==> config.mk <==
export PLATFORM = sky130hd
export DESIGN_NAME = ssr_div
export DESIGN_NICKNAME = d
export VERILOG_FILES = /design/src/rtl/ssr_pkg.sv /design/src/rtl/ssr_div.sv
export SDC_FILE = /design/constraint.sdc
export NUM_CORES = 1
export LEC_CHECK = 0
export ABC_AREA = 1
export BUFFER_PORTS_ARGS = -buffer_cell sky130_fd_sc_hd__buf_2
export CAP_MARGIN = 20
export CORE_AREA = 3 3 120 122
export CTS_CLUSTER_DIAMETER = 200
export CTS_CLUSTER_SIZE = 40
export DETAILED_ROUTE_END_ITERATION = 16
export DIE_AREA = 0 0 123 125
export GPL_ROUTABILITY_DRIVEN = 1
export SETUP_SLACK_MARGIN = 0.05
export SYNTH_ARGS = -nofsm -noshare
export SYNTH_HDL_FRONTEND = slang
export SYNTH_SLANG_ARGS = --single-unit
==> constraint.sdc <==
create_clock -name clk -period 10.6 [get_ports clk]
set_clock_uncertainty 0.1 [all_clocks]
set_input_delay 3.18 -clock clk [delete_from_list [all_inputs] [get_ports clk]]
set_output_delay 3.18 -clock clk [all_outputs]
set_load 0.03 [all_outputs]
==> src/rtl/ssr_pkg.sv <==
`default_nettype none
package ssr_pkg;

	// sizes
	localparam int MAX_VERTICES = 1024;
	localparam int MAX_EDGES    = 4096;
	localparam int MAX_STEPS    = 8;
	localparam int FRAC_BITS    = 30;

	localparam int VTX_W    = 10;
	localparam int VCNT_W   = 11;
	localparam int OFF_W    = 13;
	localparam int OFF_AW   = 11;
	localparam int EDGE_AW  = 12;
	localparam int NBR_W    = 10;
	localparam int SCORE_W  = 32;
	localparam int LVL_W    = 4;
	localparam int WALK_AW  = 14;
	localparam int BACK_AW  = 11;

	localparam int OFF_DEPTH  = MAX_VERTICES + 1;
	localparam int WALK_DEPTH = (MAX_STEPS + 1) * MAX_VERTICES;
	localparam int BACK_DEPTH = 2 * MAX_VERTICES;

	localparam logic [SCORE_W-1:0] SCORE_ONE = SCORE_W'(64'd1 << FRAC_BITS);

	// transaction kinds
	localparam logic [2:0] KIND_OUT_OFF = 3'd0;
	localparam logic [2:0] KIND_OUT_NBR = 3'd1;
	localparam logic [2:0] KIND_IN_OFF  = 3'd2;
	localparam logic [2:0] KIND_IN_NBR  = 3'd3;
	localparam logic [2:0] KIND_RUN     = 3'd4;
	localparam logic [2:0] KIND_READ    = 3'd5;

	// result status
	localparam logic [1:0] ST_OK    = 2'd0;
	localparam logic [1:0] ST_DONE  = 2'd1;
	localparam logic [1:0] ST_RANGE = 2'd2;

	// register map
	localparam logic [1:0] REG_METHOD = 2'd0;
	localparam logic [1:0] REG_DECAY  = 2'd1;
	localparam logic [1:0] REG_STEPS  = 2'd2;
	localparam logic [1:0] REG_VCOUNT = 2'd3;

	localparam logic [15:0]       DECAY_RST  = 16'd39322;
	localparam logic [LVL_W-1:0]  STEPS_RST  = 4'd5;
	localparam logic [VCNT_W-1:0] VCOUNT_RST = 11'd1024;

	// graph store requests
	typedef struct packed {
		logic               oo_we;
		logic               io_we;
		logic               on_we;
		logic               in_we;
		logic [OFF_W-1:0]   load_addr;
		logic [OFF_W-1:0]   load_data;
		logic [OFF_AW-1:0]  oo_raddr;
		logic [OFF_AW-1:0]  io_raddr;
		logic [EDGE_AW-1:0] on_raddr;
		logic [EDGE_AW-1:0] in_raddr;
	} gr_req_t;

	typedef struct packed {
		logic [OFF_W-1:0] oo_rdata;
		logic [OFF_W-1:0] io_rdata;
		logic [NBR_W-1:0] on_rdata;
		logic [NBR_W-1:0] in_rdata;
	} gr_rsp_t;

	// vector store requests
	typedef struct packed {
		logic               walk_we;
		logic [WALK_AW-1:0] walk_waddr;
		logic [SCORE_W-1:0] walk_wdata;
		logic [WALK_AW-1:0] walk_raddr;
		logic               back_we;
		logic [BACK_AW-1:0] back_waddr;
		logic [SCORE_W-1:0] back_wdata;
		logic [BACK_AW-1:0] back_raddr;
	} vec_req_t;

	// saturating add of a partial sum
	function automatic logic [SCORE_W-1:0] sat_add(input logic [SCORE_W-1:0] a,
			input logic [SCORE_W-1:0] b);
		logic [SCORE_W:0] s;
		s = {1'b0, a} + {1'b0, b};
		sat_add = s[SCORE_W] ? '1 : s[SCORE_W-1:0];
	endfunction

endpackage
`default_nettype wire

==> src/rtl/ssr_div.sv <==
`default_nettype none
// restoring divider, four quotient bits per cycle
module ssr_div (
	input  wire logic                          clk,
	input  wire logic                          arst_n,
	input  wire logic                          start,
	input  wire logic [ssr_pkg::SCORE_W-1:0]   num,
	input  wire logic [ssr_pkg::OFF_W-1:0]     den,
	output logic                               busy,
	output logic                               done,
	output logic [ssr_pkg::SCORE_W-1:0]        quot,
	output logic [ssr_pkg::OFF_W-1:0]          rem
);

	logic [ssr_pkg::SCORE_W-1:0] num_q;
	logic [ssr_pkg::OFF_W-1:0]   rem_q;
	logic [ssr_pkg::OFF_W-1:0]   den_q;
	logic [2:0]                  cnt_q;
	logic                        busy_q;
	logic                        done_q;
	logic [ssr_pkg::SCORE_W-1:0] num_nx;
	logic [ssr_pkg::OFF_W-1:0]   rem_nx;

	// four restoring steps
	always_comb begin
		logic [ssr_pkg::OFF_W:0] rs;
		num_nx = num_q;
		rem_nx = rem_q;
		for (int j = 0; j < 4; j++) begin
			rs = {rem_nx, num_nx[ssr_pkg::SCORE_W-1]};
			num_nx = {num_nx[ssr_pkg::SCORE_W-2:0], 1'b0};
			if (rs >= {1'b0, den_q}) begin
				rs = rs - {1'b0, den_q};
				num_nx[0] = 1'b1;
			end
			rem_nx = rs[ssr_pkg::OFF_W-1:0];
		end
	end

	always_ff @(posedge clk or negedge arst_n) begin
		if (!arst_n) begin
			busy_q <= 1'b0;
			done_q <= 1'b0;
			cnt_q  <= '0;
		end else begin
			done_q <= 1'b0;
			if (start) begin
				busy_q <= 1'b1;
				cnt_q  <= '0;
			end else if (busy_q) begin
				cnt_q <= cnt_q + 3'd1;
				if (cnt_q == 3'd7) begin
					busy_q <= 1'b0;
					done_q <= 1'b1;
				end
			end
		end
	end

	// datapath
	always_ff @(posedge clk) begin
		if (start) begin
			num_q <= num;
			den_q <= den;
			rem_q <= '0;
		end else if (busy_q) begin
			num_q <= num_nx;
			rem_q <= rem_nx;
		end
	end

	assign busy = busy_q;
	assign done = done_q;
	assign quot = num_q;
	assign rem  = rem_q;

endmodule
`default_nettype wire

==> impl_results.md, run 1 <==
* GP Congestion at 0.9482
* CP Capture Type: flip-flop
* Reg clk slew, reported paths at 50 ps
* Core Footprint at 0.01330 mm^2
* Area delta synth->final at 14.82%
* First-pass GRT wire length at 29090 um
* Crit-path max FO at 19
* Diodes inserted at 0
* CTS Buffer Depth at 2
* Slew headroom at 36.20%
* Die W at 123 um
* Critical R2R Capture: rem[12]
* Largest net degree at the start of global routing at 52
* Top_reg_cell synth: edfxtp_1
* Root Buffer: clkbuf_16
* # Max-Cap Violations at 0
* Final Hold Fails at 0
* Most used cell, CP: nand2_1
* Register area at 0.001737 mm^2
* Starting Density at 44.89%
* Register area share after synthesis at 29.10%
* Asr flop ratio synth at 7.937%
* Max Slew Vio Count at 0
* Largest area contributor in the netlist: edfxtp_1
* Critical path endpoint: rem[12]
* Layout cells sized above 1 at 13.86%
* Initial antenna violation count at 1
* Post-synthesis instance total at 874
* ANT nets after route at 0
* Sum of negative setup slack at 0 ps
* Crit. Startpoint: den_q[1]
* Multi-input logic area at 0.003601 mm^2
* Clk sink count at 63
* Post-CTS Resized at 0
* H-Tree Depth at 3
* R2r startpoint: den_q[1]
* Cell count of the worst reg-to-reg path at 51
* CP Data Arrival Time at 9440 ps
* CP max stage delay at 730 ps
* GRT Total Usage at 24.46%
* Hold WC Path Type: reg2reg
* Final Util at 51.54%
* Port Buf Inserts at 94
* # Post-CTS Setup Buffers at 0
* TritonRoute pass-1 iters at 5
* Setup violators final at 0
* Status: finished, final reports clean
* Yosys cell types at 41
* Residual DRC at 0
* Slew @ Worst Pin at 955.9 ps
* Setup crit start kind: flip-flop
* Filler cells at 1384
* CTS tree: built
* Cell row count at 42
* Min cycle time layout at 9329 ps
* Mean post-synth cell area at 6.829 um^2
* Period utilization at 88.01%
* Max Fclk at 107.2 MHz
* Mapped Area at 0.005968 mm^2
* RSZ-0062 raised after global routing: no
* Min Hold Slack at 397.2 ps
* Vias per cell at 5.113
* Pre-CTS setup slack at 1506 ps
* Nets at 1068
* Final worst setup slack at 1271 ps
* CP required at 10720 ps
* HPWL Detailed at 14770 um
* Vias at 5844
* TritonCTS Buffers at 9
* WS Path Type: reg2reg
* Hold-fix buffers, CTS at 0
* Wire length per cell at 16.13 um
* Post-synth EDFFs at 45
* DIE AREA at 0.01538 mm^2
* Hold_sp: rem[1]
* Die Y at 125 um
* Synth Register Bits at 63
* Top cell type's share of synthesized area at 22.64%
* Grt total ovfl at 0
* Post-synth top cells: nand2_1 (339), inv_1 (134), nand3_1 (58)
* R2R setup slack at 1270 ps
* Vias in the first global route at 5557
* DR iter-0 viols at 554
* Yosys warning total at 0
* Area contributors post-synth: edfxtp_1 (23%), nand2_1 (21%), ha_1 (11%), inv_1 (8.4%), nand3_1 (4.9%)
* Clock Latency Late Sink at 330 ps
* Most frequent cell after synthesis: nand2_1
* Detailed Route WL at 18430 um
* CP max-delay cell: a21oi_1
* Post-Syn Nets at 980
* Io pins at 95
## through the flow
| stage | cells | instance area [um^2] |
|---|---|---|
| floorplan | 874 | 5968 |
| global placement | 1126 | 6561 |
| detailed placement | 1126 | 6561 |
| CTS | 1142 | 6845 |
| global route | 1143 | 6853 |
| finish | 1143 | 6853 |
## critical path: cells and delay by family (launching register included)
kind            cells  cell delay [ps]
buf+inv             9              840
simple gates       29             3960
flops               1              570
compound gates      9             2420
fa+ha+maj           4             1320
## state kept, by name (all words and copies together), names as in the netlist
name	cells
rem	13
busy	1
den_q	13
quot	32
done	1
cnt_q	3
## metal layers
metal | up-vias | global-route usage [%] | routed length [um]
met1 | 2619 | 34.68 | 8254
met2 | 216 | 37.92 | 8363
met5 | - | 0 | 7
li1 | 2962 | - | -
met3 | 45 | 4.155 | 1217
met4 | 2 | 7.948 | 590
## worst min path at each step
| stage | to | slack, ps | cells after the start |
|---|---|---|---|
| 6_report | rem[1] | 400 | 2 |
| 5_1_grt | cnt_q[2] | 440 | 1 |
| 4_1_cts | rem[1] | 400 | 2 |
| 3_5_place_dp | rem[1] | 390 | 2 |
| 3_3_place_gp | rem[1] | 390 | 2 |
| 2_1_floorplan | cnt_q[1] | 380 | 1 |
## area by class of cell
type                            count  share of cell area (%)
Clock buffer                       12                   3.451
Tap cell                          176                   3.213
Timing Repair Buffer               98                   7.303
Clock inverter                      4                  0.6938
Inverter                          136                   7.449
Multi-Input combinational cell    654                   52.55
Sequential cell                    63                   25.34
## cells in the final DEF (no fill, tap or decap), types with 4 or more instances in the layout
master / n
nand3_2: 4
buf_4: 4
buf_2: 94
o21ai_0: 11
fa_1: 4
nand4_1: 22
clkbuf_16: 9
xor2_1: 20
nand2_2: 6
nor2_1: 39
edfxtp_1: 45
nand3b_1: 4
nand3_1: 58
inv_1: 134
a21oi_1: 37
dfxtp_1: 13
dfrtp_1: 5
nand2_1: 339
ha_1: 54
o21bai_1: 8
a31oi_1: 4
xnor2_1: 18
## cell families (layout without fill, tap and decap cells)
| kind of cell | count (synthesis) | count (layout) | share of synthesized area, % |
|---|---|---|---|
| AND/OR/NAND/NOR | 487 | 487 | 35.05 |
| buffers and inverters | 157 | 250 | 10.57 |
| AO/OA/AOI/OAI | 71 | 71 | 7.044 |
| flip-flops | 63 | 63 | 29.10 |
| adder cells (fa/ha/maj) | 58 | 58 | 12.66 |
| XOR/XNOR | 38 | 38 | 5.577 |
Power of run 1 is left out: the tool's default activity adds up to more than one toggle a clock period on the data nets, which glitch-free logic cannot reach.
==> run 2, diff against run 1 <==
--- a/config.mk
+++ b/config.mk
@@ -14,7 +14,9 @@
 export DETAILED_ROUTE_END_ITERATION = 16
 export DIE_AREA = 0 0 123 125
 export GPL_ROUTABILITY_DRIVEN = 1
+export PLACE_DENSITY = 0.67
 export SETUP_SLACK_MARGIN = 0.05
+export SLEW_MARGIN = 20
 export SYNTH_ARGS = -nofsm -noshare
 export SYNTH_HDL_FRONTEND = slang
 export SYNTH_SLANG_ARGS = --single-unit
==> constraint.sdc (replaced) <==
create_clock -name clk -period 7.9 [get_ports clk]
set_clock_uncertainty 0.1 [all_clocks]
set_input_delay 2.37 -clock clk [delete_from_list [all_inputs] [get_ports clk]]
set_output_delay 2.37 -clock clk [all_outputs]
set_load 0.03 [all_outputs]
==> impl_results.md, run 2 (synthesized netlist as in run 1, its figures left out) <==
* Number of flip-flops in the largest register at 32 (unchanged)
* Slew headroom at 34.67% (was 36.20%)
* CTS tree: built (unchanged)
* CTS Buffer Depth at 2 (unchanged)
* CP Data Arrival Time at 7240 ps (was 9440 ps)
* Cell row count at 42 (unchanged)
* Routed met1 length at 8734 um (was 8254 um)
* Status: finished, final reports clean (unchanged)
* Detailed Route WL at 19330 um (was 18430 um)
* Residual DRC at 0 (unchanged)
* Commonest non-fill, non-tap cell in the layout: nand2_1 (unchanged)
* Final Hold Fails at 0 (unchanged)
* Pre-CTS setup slack at 208.1 ps (was 1506 ps)
* # Max-Cap Violations at 0 (unchanged)
* CP Capture Type: flip-flop (unchanged)
* Port Buf Inserts at 94 (unchanged)
* DIE AREA at 0.01538 mm^2 (unchanged)
* Sum of negative setup slack at 0 ps (unchanged)
* Commonest cells after routing, fill and taps aside: nand2_1 (339), inv_1 (132), buf_2 (94), nand3_1 (56), ha_1 (52) (was nand2_1 (339), inv_1 (134), buf_2 (94), nand3_1 (58), ha_1 (54))
* Layout cells sized above 1 at 18.62% (was 13.86%)
* TritonCTS Buffers at 9 (unchanged)
* WS Path Type: reg2reg (unchanged)
* Hold-fix buffers, CTS at 0 (unchanged)
* Met3 wire len at 1415 um (was 1217 um)
* Clock Latency Late Sink at 330 ps (about the same)
* CP max-delay cell: edfxtp_1 (was a21oi_1)
* Met2 routed wirelength at 8731 um (was 8363 um)
* Die Y at 125 um (unchanged)
* Min cycle time layout at 7299 ps (was 9329 ps)
* Slew @ Worst Pin at 980.0 ps (was 955.9 ps)
* HPWL Detailed at 15420 um (was 14770 um)
* DR top layer: met4 (was met5)
* GP Congestion at 1.033 (was 0.9482)
* Core Footprint at 0.01330 mm^2 (unchanged)
* Largest net degree at the start of global routing at 52 (unchanged)
* Diodes inserted at 0 (unchanged)
* Most used cell, CP: nand2_1 (unchanged)
* Setup violators final at 0 (unchanged)
* Grt total ovfl at 0 (unchanged)
* Crit-path max FO at 13 (was 19)
* TritonRoute pass-1 iters at 5 (unchanged)
* Final worst setup slack at 600.8 ps (was 1271 ps)
* Nets at 1100 (was 1068)
* Hold WC Path Type: reg2reg (unchanged)
* Io pins at 95 (unchanged)
* Initial antenna violation count at 0 (was 1)
* H-Tree Depth at 3 (unchanged)
* Vias per cell at 5.161 (was 5.113)
* Max Slew Vio Count at 0 (unchanged)
* Die W at 123 um (unchanged)
* Starting Density at 44.89% (unchanged)
* Root Buffer: clkbuf_16 (unchanged)
* CP max stage delay at 460 ps (was 730 ps)
* Setup crit start kind: flip-flop (unchanged)
* Reg clk slew, reported paths at 60 ps (was 50 ps)
* Max Fclk at 137.0 MHz (was 107.2 MHz)
* Vias in the first global route at 5645 (was 5557)
* Clk sink count at 63 (unchanged)
* Period utilization at 92.40% (was 88.01%)
* Vias at 6064 (was 5844)
* GRT Total Usage at 24.83% (was 24.46%)
* Wire length per cell at 16.45 um (was 16.13 um)
* CP required at 7840 ps (was 10720 ps)
* DR iter-0 viols at 653 (was 554)
* ANT nets after route at 0 (unchanged)
* First-pass GRT wire length at 29520 um (was 29090 um)
* RSZ-0062 raised after global routing: no (unchanged)
* Area delta synth->final at 20.23% (was 14.82%)
-- run 2: changes by cell type in the layout (fill, tap and decap cells not counted), sizes merged --
cell / change
buf: +31
bufinv: -1
clkbuf: -3
clkinv: +3
clkinvlp: +2
inv: -1
nand3: +1
-- run 2: final cells by class --
type	count	area [um^2]
clock buffer	9	225.2
clock inverter	7	50.05
fill	1331	6120
inverter	136	514.2
multi-input combinational	655	3684
sequential	63	1738
tap	176	220.2
timing repair buffer	129	744.5
-- run 2: worst max-delay path: cells and delay by family (launching register included) --
family          cells  cell delay, ps
simple gates       26            2400
fa+ha+maj           5            1650
compound gates     10            1400
buf+inv             9             980
flops               1             460
-- run 2: path summary, 6_finish.rpt --
kind,slack [ps],start,to,cells past startpoint
worst max-delay path,600,den_q[0],quot[0],50
worst min-delay path,420,rem[5],rem[5],2
worst max register to register,600,den_q[0],quot[0],50
worst min register to register,420,rem[5],rem[5],2
max in group asynchronous,5820,arst_n,done,1
min in group asynchronous,1750,arst_n,cnt_q[2],1
-- run 2: per-stage QoR --
step	cell area (um^2)	hold WS (ps)	instances	util (%)
2_1_floorplan	5968	383.1	874	-
3_3_place_gp	6711	399.1	1146	50.48
3_5_place_dp	6711	396.9	1146	50.48
4_1_cts	6987	405.7	1162	52.55
5_1_grt	7176	422.8	1175	53.97
6_report	7176	416.5	1175	53.97
-- run 2: repair_timing --
item,4_1_cts,5_1_grt
resized for setup,0,23
setup buffers,0,12
endpoints found under the setup margin,0,14
-- run 2: routing by layer --
layer / up-vias / global-route usage, %
met3: 34 / 5.465
met5: - / 0
met2: 235 / 38.15
met1: 2763 / 35.07
met4: 0 / 7.166
li1: 3032 / -
Power of run 2 is left out for the same reason.
==> run 3, diff against run 2 <==
--- a/config.mk
+++ b/config.mk
@@ -8,13 +8,12 @@
 export ABC_AREA = 1
 export BUFFER_PORTS_ARGS = -buffer_cell sky130_fd_sc_hd__buf_2
 export CAP_MARGIN = 20
-export CORE_AREA = 3 3 120 122
+export CORE_AREA = 3 3 146 148
 export CTS_CLUSTER_DIAMETER = 200
 export CTS_CLUSTER_SIZE = 40
 export DETAILED_ROUTE_END_ITERATION = 16
-export DIE_AREA = 0 0 123 125
+export DIE_AREA = 0 0 149 151
 export GPL_ROUTABILITY_DRIVEN = 1
-export PLACE_DENSITY = 0.67
 export SETUP_SLACK_MARGIN = 0.05
 export SLEW_MARGIN = 20
 export SYNTH_ARGS = -nofsm -noshare
==> impl_results.md, run 3 (synthesized netlist as in run 1, its figures left out) <==
* Status: finished, final reports clean (unchanged)
* Filler cells at 2186 (was 1331)
* Hold WC Path Type: reg2reg (unchanged)
* Die W at 149 um (was 123 um)
* Root Buffer: clkbuf_16 (unchanged)
* Largest net degree at the start of global routing at 52 (unchanged)
* Pre-CTS setup slack at 150.0 ps (was 208.1 ps)
* Area delta synth->final at 23.25% (was 20.23%)
* CP max-delay cell: edfxtp_1 (unchanged)
* Crit-path max FO at 11 (was 13)
* Io pins at 95 (unchanged)
* DR iter-0 viols at 514 (was 653)
* CP Capture Type: flip-flop (unchanged)
* CP max stage delay at 480 ps (was 460 ps)
* Wire length per cell at 15.51 um (was 16.45 um)
* H-Tree Depth at 3 (unchanged)
* Reg clk slew, reported paths at 50 ps (was 60 ps)
* Final worst setup slack at 560.5 ps (was 600.8 ps)
* Non-filler cells, final at 1276 (was 1175)
* Vias at 6067 (was 6064)
* Slew @ Worst Pin at 1007 ps (was 980.0 ps)
* Hold_sp: rem[12] (was rem[5])
* Port Buf Inserts at 94 (unchanged)
* CTS tree: built (unchanged)
* Grt met1 use at 23.74% (was 35.07%)
* Initial antenna violation count at 0 (unchanged)
* ANT nets after route at 0 (unchanged)
* Clock Latency Late Sink at 330 ps (about the same)
* Die Y at 151 um (was 125 um)
* Residual DRC at 0 (unchanged)
* GP Congestion at 0.9945 (was 1.033)
* R2r startpoint: den_q[0] (unchanged)
* Placed Cells at 1251 (was 1146)
* Core Footprint at 0.02017 mm^2 (was 0.01330 mm^2)
* Starting Density at 29.59% (was 44.89%)
* Final Hold Fails at 0 (unchanged)
* Sum of negative setup slack at 0 ps (unchanged)
* WS Path Type: reg2reg (unchanged)
* Slew headroom at 32.79% (was 34.67%)
* Nets at 1107 (was 1100)
* Commonest cells after routing, fill and taps aside: nand2_1 (339), inv_1 (133), buf_2 (94), nand3_1 (57), ha_1 (50) (was nand2_1 (339), inv_1 (132), buf_2 (94), nand3_1 (56), ha_1 (52))
* CP Data Arrival Time at 7450 ps (was 7240 ps)
* Number of flip-flops in the largest register at 32 (unchanged)
* Diodes inserted at 0 (unchanged)
* Commonest non-fill, non-tap cell in the layout: nand2_1 (unchanged)
* Min cycle time layout at 7339 ps (was 7299 ps)
* Period utilization at 92.90% (was 92.40%)
* Vias per cell at 4.755 (was 5.161)
* Max Fclk at 136.2 MHz (was 137.0 MHz)
* Max Slew Vio Count at 0 (unchanged)
* CTS Buffer Depth at 2 (unchanged)
* Hold-fix buffers, CTS at 0 (unchanged)
* Detailed Route WL at 19790 um (was 19330 um)
* Setup crit start kind: flip-flop (unchanged)
* First-pass GRT wire length at 30710 um (was 29520 um)
* RSZ-0062 raised after global routing: no (unchanged)
* Most used cell, CP: nand2_1 (unchanged)
* GRT Total Usage at 17.50% (was 24.83%)
* Min Hold Slack at 420.7 ps (was 416.5 ps)
* HPWL Detailed at 16220 um (was 15420 um)
* Vias in the first global route at 5857 (was 5645)
* TritonCTS Buffers at 9 (unchanged)
* Cell row count at 52 (was 42)
* Grt total ovfl at 0 (unchanged)
* TritonRoute pass-1 iters at 5 (unchanged)
* CP required at 8010 ps (was 7840 ps)
* Layout cells sized above 1 at 18.69% (was 18.62%)
* Busiest grt layer: met2 (unchanged)
* Setup violators final at 0 (unchanged)
* Global routing usage on met3 at 3.232% (was 5.465%)
* DIE AREA at 0.02250 mm^2 (was 0.01538 mm^2)
* Crit. Startpoint: den_q[0] (unchanged)
* Clk sink count at 63 (unchanged)
* # Max-Cap Violations at 0 (unchanged)
* GR Util met2 at 27.65% (was 38.15%)
run 3: cell count changes in the layout (fill, tap and decap cells not counted), sizes merged:
cell / previous run / this run
clkbuf: 9 / 15
nand3: 65 / 64
buf: 129 / 137
inv: 135 / 136
clkinvlp: 3 / 0
clkinv: 5 / 1
run 3: final timing paths:
kind | end | slack [ps] | cells after the start
max reg2reg | rem[8] | 560 | 47
max | rem[8] | 560 | 47
min in group asynchronous | done | 1750 | 1
min reg2reg | rem[12] | 420 | 2
max in group asynchronous | cnt_q[1] | 5830 | 1
min | rem[12] | 420 | 2
run 3: what timing repair did:
action | in CTS | in global routing
resized for setup | 0 | 22
endpoints found under the hold margin | 0 | 0
buffers inserted | 0 | 9
endpoints found under the setup margin | 0 | 14
run 3: layout make-up:
class / instances / area, um^2 / area share [%]
Multi-Input combinational cell: 654 / 3699 / 50.28
Sequential cell: 63 / 1737 / 23.61
Timing Repair Buffer: 137 / 800.8 / 10.89
Inverter: 136 / 510.5 / 6.940
Tap cell: 270 / 337.8 / 4.593
Clock buffer: 15 / 267.8 / 3.640
Clock inverter: 1 / 3.754 / 0.05103
run 3: worst max-delay path, delay by kind of cell, from the launching register on:
| family | cells | cell delay [ps] |
|---|---|---|
| and+or+nand+nor | 25 | 2540 |
| AOI/OAI and AO/OA | 10 | 1790 |
| adders and majority gates | 5 | 1640 |
| buffers and inverters | 7 | 660 |
| DFF | 1 | 480 |
run 3: routing by layer:
layer | wire length [um] | share of wire, %
met4 | 630 | 3.2
met2 | 8727 | 44
met3 | 1399 | 7.1
met5 | 0 | 0
met1 | 9037 | 46
run 3: through the flow:
stage	area [um^2]	util [%]
3_3_place_gp	6912	34.27
2_1_floorplan	5968	-
3_5_place_dp	6912	34.27
5_1_grt	7356	36.47
6_report	7356	36.47
4_1_cts	7183	35.61
Power of run 3 is left out for the same reason.
